**src/design/ssp_pkg.sv**
```systemverilog
package ssp_pkg;

  localparam int POSE_LEN = 9;
  localparam int Q_W = 32;
  localparam int AMT_W = 17;
  localparam int MUL_W = AMT_W + 1;
  localparam int LANE_ACC_W = Q_W + 2;
  localparam int CNT_W = 5;
  localparam int DIV_STEPS = 16;
  localparam int MUL_STEPS = 17;

  localparam int IN_TDATA_W = 11 * Q_W;
  localparam int OUT_TDATA_W = POSE_LEN * Q_W;
  localparam int MOVE_LSB = 9 * Q_W;
  localparam int TICK_LSB = 10 * Q_W;
  localparam int SCALE_FIRST = 6;

  localparam logic [AMT_W-1:0] Q_ONE = 17'h10000;
  localparam logic [MUL_W-1:0] EASE_K = 18'h30000;
  localparam logic [Q_W-1:0] SCALE_ONE = 32'h0001_0000;

  localparam logic ACT_START = 1'b0;
  localparam logic ACT_TICK = 1'b1;

  typedef logic signed [Q_W-1:0] qval_t;

  typedef enum logic [6:0] {
    ST_IDLE = 7'b0000001,
    ST_CMP  = 7'b0000010,
    ST_DIV  = 7'b0000100,
    ST_SQR  = 7'b0001000,
    ST_EAS  = 7'b0010000,
    ST_BLD  = 7'b0100000,
    ST_OUT  = 7'b1000000
  } state_t;

endpackage

```
**src/design/ssp_lane.sv**
```systemverilog
module ssp_lane import ssp_pkg::*; (
  input  logic  clk,
  input  logic  clr,
  input  logic  step,
  input  logic  mbit,
  input  qval_t from_val,
  input  qval_t to_val,
  output qval_t res
);

  logic signed [Q_W:0] diff;
  logic signed [LANE_ACC_W-1:0] hi_r;
  logic signed [LANE_ACC_W:0] sum;

  assign diff = $signed({to_val[Q_W-1], to_val}) - $signed({from_val[Q_W-1], from_val});

  // shift-add, multiplier bits lsb first; sum holds product >> 16 on the last bit
  assign sum = $signed({hi_r[LANE_ACC_W-1], hi_r})
             + (mbit ? $signed({{2{diff[Q_W]}}, diff}) : '0);

  assign res = from_val + qval_t'(sum[Q_W-1:0]);

  always_ff @(posedge clk) begin
    if (clr) begin
      hi_r <= '0;
    end else if (step) begin
      hi_r <= sum[LANE_ACC_W:1];
    end
  end

endmodule

```
**config.mk**
```make
export PLATFORM = sky130hd
export DESIGN_NAME = ssp_lane
export DESIGN_NICKNAME = d
export VERILOG_FILES = /design/src/design/ssp_pkg.sv /design/src/design/ssp_lane.sv
export SDC_FILE = /design/constraint.sdc
export NUM_CORES = 1
export LEC_CHECK = 0
export CAP_MARGIN = 25
export CORE_UTILIZATION = 67
export DETAILED_ROUTE_END_ITERATION = 8
export DONT_BUFFER_PORTS = 1
export GPL_ROUTABILITY_DRIVEN = 0
export PLACE_DENSITY_LB_ADDON = 0.12
export SLEW_MARGIN = 10
export SYNTH_ARGS = -nofsm -noshare
export SYNTH_HDL_FRONTEND = slang
export SYNTH_SLANG_ARGS = --single-unit
```
**constraint.sdc**
```tcl
create_clock -name clk -period 8.7 [get_ports clk]
set_input_delay 0.87 -clock clk [delete_from_list [all_inputs] [get_ports clk]]
set_output_delay 0.87 -clock clk [all_outputs]
set_load 0.02 [all_outputs]
```
== Word level (Yosys, flattened, before mapping) ==
Cells that the tools add are included.

* Flip-flop bits (word level): 34
* Input port bits: 68
* Output and inout bits: 32
* Word-level logic and storage cells: 5

* Add/subtract/negate cells: 3
* Mux-type cells: 1

{| class="wikitable"
|+ Operators with widths
! cell !! count
|-
| $add A35 B35 Y35 || 1
|-
| $mux W35 || 1
|-
| $sub A32 B32 Y33 || 1
|-
| $add A32 B32 Y32 || 1
|}

== Longest topological paths before layout ==
Gate-level depths: netlist of the first run.

* Depth in word-level cells: 4
* Mapped depth: 32

== Least setup slack after synthesis of the first run ==
Ideal clock, no wire load.

* Path kind: input to output
* From: input to_val[0]
* To: output res[29]
* Arrival: 5998 ps
* Data required time: 7830 ps
* Slack: 1832 ps
* Stages: 28
* Path buffers: 0
* Cells stage by stage: inv_1 -> ha_1 -> fa_1 -> nor2b_1 -> o21a_1 -> o21ai_2 -> a31oi_1 -> a31oi_1 -> a31oi_1 -> xor2_1 -> and2_1 -> ha_1 -> and3_1 -> nand3_1 -> nor4b_2 -> o31ai_1 -> o21ai_0 -> xor2_1 -> ha_1 -> a21o_1 -> a21o_1 -> a21oi_1 -> o21ai_0 -> a21oi_1 -> o21ai_0 -> a21oi_1 -> o41ai_1 -> xor2_1

* Word-level cells in the longest chain between the ends: 4

{| class="wikitable"
|+ Ends and longest elaborated chain
! item !! line !! RTL
|-
| start: declaration || ssp_lane.sv:7 || <nowiki>input qval_t to_val,</nowiki>
|-
| $sub A32 B32 Y33 || ssp_lane.sv:15 || <nowiki>assign diff = $signed({to_val[Q_W-1], to_val}) - $signed({from_val[Q_W-1], from_val});</nowiki>
|-
| $mux W35 || ssp_lane.sv:19 || <nowiki>+ (mbit ? $signed({{2{diff[Q_W]}}, diff}) : '0);</nowiki>
|-
| $add A35 B35 Y35 || ssp_lane.sv:19 ||
|-
| via sum[23] || ssp_lane.sv:13 || <nowiki>logic signed [LANE_ACC_W:0] sum;</nowiki>
|-
| $add A32 B32 Y32 || ssp_lane.sv:21 || <nowiki>assign res = from_val + qval_t'(sum[Q_W-1:0]);</nowiki>
|-
| end: declaration || ssp_lane.sv:8 || <nowiki>output qval_t res</nowiki>
|}

The timed path passes the listed nets, and every way through them passes these cells.

== Final worst setup path of the first run ==
Same ends and word-level chain as after synthesis.

==> results of run 1 <==
==> logic make-up (layout without fill, tap and decap cells) <==
group           Yosys count  in the layout  synth area share [%]
compound gates          269            269                  28.4
flops                    34             34                  11.0
fa+ha+maj               100            100                  20.5
simple gates            233            233                  19.4
mux                      32             32                  5.16
xor+xnor                 80             80                  11.3
buf+inv                  70             64                  4.25
==> worst max path at each step <==
stage	start	end	depth (start not counted)
after CTS	to_val[0]	res[29]	28
after global placement	to_val[0]	res[29]	28
after global routing	to_val[0]	res[29]	28
final	to_val[0]	res[29]	28
after floorplan	to_val[0]	res[29]	28
after detailed placement	to_val[0]	res[29]	28
==> worst register-to-register path, delay by kind of cell (launching register included) <==
| family | cells | cell delay (ps) |
|---|---|---|
| multiplexers | 1 | 130 |
| AND/OR/NAND/NOR | 3 | 410 |
| flip-flops | 1 | 320 |
| adder cells (fa/ha/maj) | 2 | 680 |
| XOR/XNOR | 1 | 150 |
| AO/OA/AOI/OAI | 5 | 1310 |
==> layer usage <==
layer | GRT usage [%] | part of all wire [%] | vias up
li1 | - | - | 2967
met4 | 13.0 | 3.5 | 0
met5 | 0 | 0 | -
met3 | 4.15 | 3.4 | 43
met1 | 40.4 | 46 | 2708
met2 | 54.2 | 47 | 147
==> layout by cell type (no fill, tap or decap), types with 3 or more instances in the layout <==
cell,instances
ha_1,97
a21oi_1,77
nor2_1,74
inv_1,56
xnor2_1,54
o21ai_0,44
a21o_1,44
nand2_1,35
dfxtp_1,34
mux2i_1,32
and2_1,29
xor2_1,26
nand3_1,17
nor2b_1,17
o21a_1,15
a31oi_1,15
o21bai_1,12
and3_1,11
nand4_1,10
nand2b_1,10
o21ai_1,7
a211oi_1,6
o211ai_1,6
nor3_1,6
clkbuf_8,6
or3_1,5
and4_1,4
o21ai_2,4
a21boi_0,4
nor3b_1,4
a41oi_1,3
a221o_1,3
fa_1,3
==> Yosys cell counts (7+ instances only) <==
cell type	n
nor2b_1	17
mux2i_1	32
xor2_1	26
o21bai_1	12
nand3_1	17
dfxtp_1	34
clkbuf_1	12
and2_1	29
nand2b_1	10
a21o_1	44
ha_1	97
nand4_1	10
o21ai_1	7
nor2_1	74
and3_1	11
xnor2_1	54
o21a_1	15
a31oi_1	15
nand2_1	35
inv_1	56
o21ai_0	44
a21oi_1	77
==> cell type report <==
type                    instances  share of cell area, %
multi-input cells             714                   82.4
clock buffers                   6                   1.29
clock inverters                 2                  0.196
flip-flops and latches         34                   10.7
inverters                      56                   3.29
well taps                     108                   2.12
==> power breakdown <==
part	switching, mW	internal (mW)	total, mW
combinational	0.675	0.390	1.07
sequential	0.0137	0.179	0.192
clock	0.0674	0.0638	0.131
==> impl_metrics.ini, run 1 <==
[final_layout]
share_of_layout_cells_above_drive_strength_1_pct = 3.33
fillers = 762
max_flop_register = hi_r
nets = 979
flip_flop_count_of_the_largest_register_after_layout = 34
multi_input_combinational_cell_area_sq_um = 5270
fin_area_sq_um = 6390
largest_registers = hi_r x34
area_growth_pct = 2.84
regArea_sq_um = 681
cell_count_final_fillers_out = 920
postLayoutCoreUtil_pct = 72.2
n_antenna_cell = 0

[synth]
syn-instance-count = 818
synth.avg_cell_area_sq_um = 7.59
synth.top_cells.by_area = ha_1 (20%), dfxtp_1 (11%), xnor2_1 (7.6%), a21oi_1 (6.2%), a21o_1 (5.3%)
synth-edff-count = 0
yosys_most_used_dff = dfxtp_1
synth_async_sr_flop_share_pct = 0
syn-num-nets = 986
synth.ff_latch_count = 34
synth_sequential_area_ratio_pct = 11.0
synthesis.area_sq_um = 6210
synthDominantCellAreaShare_pct = 19.5
post_synth_num_cell_types = 66
synth_largest_area_cell = ha_1
synth.yosys.warnings = 0

[timing]
max_freq_mhz = 124
final_period_demand_of_the_worst_path_ps = 8050
report.final.setup_viol = 0
sum_neg_setup_slack_ps = 0
worst-slew-pin-transition_ps = 737
hold_viol = 0
worst_slew_margin_rel_pct = 50.1
finClkSkew_ps = 5.31
worst_hold_slack_ps = 508
report.final.slew_viol_count = 0
fin_crit_sh_pct = 92.5
postLayoutSetupSlackWorst_ps = 652
rsz0062_at_grt = false

[drt]
firstDrtPassIters = 9
detail_route.drc_violations = 1
avgRoutedWirePerCell_um = 16.6
detail-route-antenna-nets = 0
routed_vias_inst = 6.38
detail_route.wirelength_um = 15300
vias = 5865
drt-initial-drc-count = 290

[clock_tree]
clockBufferDepth = 2
clock_tree_from_tritoncts = built
clk_pin_slew_ps = 80
cts_post_setup_buffers_inserted = 0
holdBufCountCts = 0
cts_sinks = 34
clk_latency_ps = 300
post_cts_resize_count = 0
tritoncts.num_buffers = 5
cts.root.buffer_cell = clkbuf_8
cts.htree.levels = 2

[global_route]
overflow = 0
grt.total_usage_pct = 31.8
grt_antenna_before_repair = 0
grt_max_degree = 39
grt_pass1_vias = 5604
grt_pass1_wl_um = 25600

[critical_path]
crit-reg2reg-launch = hi_r[0]
cp.required_ps = 7830
worst_setup_path_end_kind = output pin
critical-path-slowest-cell = a31oi_1
critPathKind = in2out
worst-r2r-cell-count = 12
rr_endpoint = hi_r[31]
critical_path_peak_fanout = 6
cpPeakStageDelay_ps = 480
cpLargestDelayFamily = compound AO/OA/AOI/OAI gates
critical_path.startpoint_type = primary input
setup.reg_to_reg.worst_slack_ps = 5600
crit_arrival_ps = 7180
cp.buffers_inverters = 1

[hold_path]
holdPathStages = 2
hold_end = hi_r[28]
hold_path_class = reg2reg
hold_path_startpoint = hi_r[28]

[die]
floorplan.io_pins = 100
initial_core_util_pct = 70.2
die_width_um = 98.3
core-area_sq_um = 8850
chipHeight_um = 98.3
placementRows = 34
floorplan.die_area_sq_um = 9660

[place]
place_worst_setup_slack_ps = 805
place_hpwl_um = 12500
io_buffer_count = 0
dp.cells = 912
dpl_cell_area_sq_um = 6290

[power]
maximum_ir_drop_on_the_vdd_rail_v = 0.000136
p_per_area_nw_per_um2 = 218
leakagePower_nw = 3.21
finalPower_mw = 1.39

[job]
max-cap-violations = 0

[status]
failing_checks = DRC
outcome = complete, but fails checks
Power figures use the tool's default switching activity.
==> inputs of run 2 (changes only) <==
--- a/config.mk
+++ b/config.mk
@@ -9,8 +9,8 @@
 export CORE_UTILIZATION = 67
 export DETAILED_ROUTE_END_ITERATION = 8
 export DONT_BUFFER_PORTS = 1
-export GPL_ROUTABILITY_DRIVEN = 0
 export PLACE_DENSITY_LB_ADDON = 0.12
+export REMOVE_ABC_BUFFERS = 1
 export SLEW_MARGIN = 10
 export SYNTH_ARGS = -nofsm -noshare
 export SYNTH_HDL_FRONTEND = slang
==> run 2 against run 1 <==
The flow still finishes with violations (DRC). Final cell count did not move. Wire length rose by 2.2%. Critical endpoint unchanged. Die area did not move. Sequential power barely moved. Critical path depth did not move. Sequential cell count did not move. Core utilization rose by 0.54 points. Combinational power barely moved. Critical path type unchanged.
==> impl_metrics.ini, run 2 (same netlist as run 1, synthesis figures left out) <==
[status]
outcome = complete, but fails checks
failing_checks = DRC

[final_layout]
most-common-layout-cells = ha_1 (97), a21oi_1 (77), nor2_1 (74), inv_1 (56), xnor2_1 (54)
max_flop_register = hi_r
cell_count_final_fillers_out = 920
fin_area_sq_um = 6430
area_growth_pct = 3.61
n_antenna_cell = 0
largest_registers = hi_r x34
layout_commonest_cell = ha_1
nets = 979
share_of_layout_cells_above_drive_strength_1_pct = 3.33
fillers = 740
flip_flop_count_of_the_largest_register_after_layout = 34
postLayoutCoreUtil_pct = 72.7
multi_input_combinational_cell_area_sq_um = 5270
regArea_sq_um = 681

[timing]
rsz0062_at_grt = false
postLayoutSetupSlackWorst_ps = 577
hold_viol = 0
worst-slew-pin-transition_ps = 797
report.final.slew_viol_count = 0
final_period_demand_of_the_worst_path_ps = 8120
worst_slew_margin_rel_pct = 46.1
max_freq_mhz = 123
fin_crit_sh_pct = 93.4
finClkSkew_ps = 6.49
worst_hold_slack_ps = 509
report.final.setup_viol = 0
sum_neg_setup_slack_ps = 0

[clock_tree]
cts_post_setup_buffers_inserted = 0
clock_tree_from_tritoncts = built
clk_latency_ps = 290
cts.htree.levels = 2
cts.root.buffer_cell = clkbuf_8
cts_sinks = 34
post_cts_resize_count = 0
tritoncts.num_buffers = 5
holdBufCountCts = 0
clockBufferDepth = 2
clk_pin_slew_ps = 80

[global_route]
overflow = 0
grt_pass1_wl_um = 26000
grt.total_usage_pct = 32.3
grt_antenna_before_repair = 0
grt_pass1_vias = 5624
grt_max_degree = 39

[power]
p_per_area_nw_per_um2 = 226
finalPower_mw = 1.45
leakagePower_nw = 3.23
maximum_ir_drop_on_the_vdd_rail_v = 0.000177

[critical_path]
worst-r2r-cell-count = 12
rr_endpoint = hi_r[31]
critPathKind = in2out
critical_path_peak_fanout = 6
cpLargestDelayFamily = compound AO/OA/AOI/OAI gates
cp.buffers_inverters = 1
cp.required_ps = 7830
cpPeakStageDelay_ps = 510
crit-reg2reg-launch = hi_r[0]
critical-path-slowest-cell = a31oi_1
worst_setup_path_end_kind = output pin
setup.reg_to_reg.worst_slack_ps = 5580
crit_arrival_ps = 7250
critical_path.startpoint_type = primary input

[drt]
detail_route.wirelength_um = 15700
vias = 5871
routed_vias_inst = 6.38
firstDrtPassIters = 9
avgRoutedWirePerCell_um = 17.0
detail-route-antenna-nets = 0
detail_route.drc_violations = 1
drt-initial-drc-count = 359

[hold_path]
hold_end = hi_r[28]
holdPathStages = 2
hold_path_startpoint = hi_r[28]
hold_path_class = reg2reg

[die]
floorplan.io_pins = 100
placementRows = 34
initial_core_util_pct = 70.2
floorplan.die_area_sq_um = 9660
core-area_sq_um = 8850
chipHeight_um = 98.3
die_width_um = 98.3

[place]
routabilityCongestion = 0.949
place_hpwl_um = 12600
dpl_cell_area_sq_um = 6290
io_buffer_count = 0
place_worst_setup_slack_ps = 713
dp.cells = 912

[job]
max-cap-violations = 0
[run 2: cell count changes in the layout (fill, tap and decap cells not counted), sizes merged]
cell	delta
bufinv	+2
clkinv	-1
clkinvlp	-1
[run 2: area by class of cell]
cell class                      instances  share of cell area, %
Sequential cell                        34                   10.6
Multi-Input combinational cell        714                   81.8
Inverter                               56                   3.27
Clock buffer                            6                   1.28
Tap cell                              108                   2.10
Clock inverter                          2                  0.933
[run 2: how the worst max path moves through the flow]
stage               slack (ps)       to  cells past startpoint  startpoint
floorplan                 1840  res[29]                     28   to_val[0]
global placement          1120  res[29]                     28   to_val[0]
detailed placement         710  res[29]                     28   to_val[0]
CTS                        680  res[29]                     28   to_val[0]
global route               170  res[29]                     28   to_val[0]
finish                     580  res[29]                     28   to_val[0]
[run 2: worst min-delay path, delay by kind of cell, from the launching register on]
kind          cells  cell delay [ps]
flops             1              340
mux               1               70
simple gates      1               70
[run 2: per-layer routing]
| metal | GRT usage (%) | up-vias | share of wire [%] |
|---|---|---|---|
| met5 | 0 | - | 0 |
| met4 | 9.18 | 0 | 2.5 |
| met3 | 3.44 | 22 | 4.1 |
| met2 | 56.8 | 160 | 48 |
| met1 | 41.8 | 2707 | 46 |
| li1 | - | 2982 | - |
[run 2: where the power goes]
part	internal, mW	switching, mW
combinational	0.391	0.680
sequential	0.179	0.0135
clock	0.122	0.0672
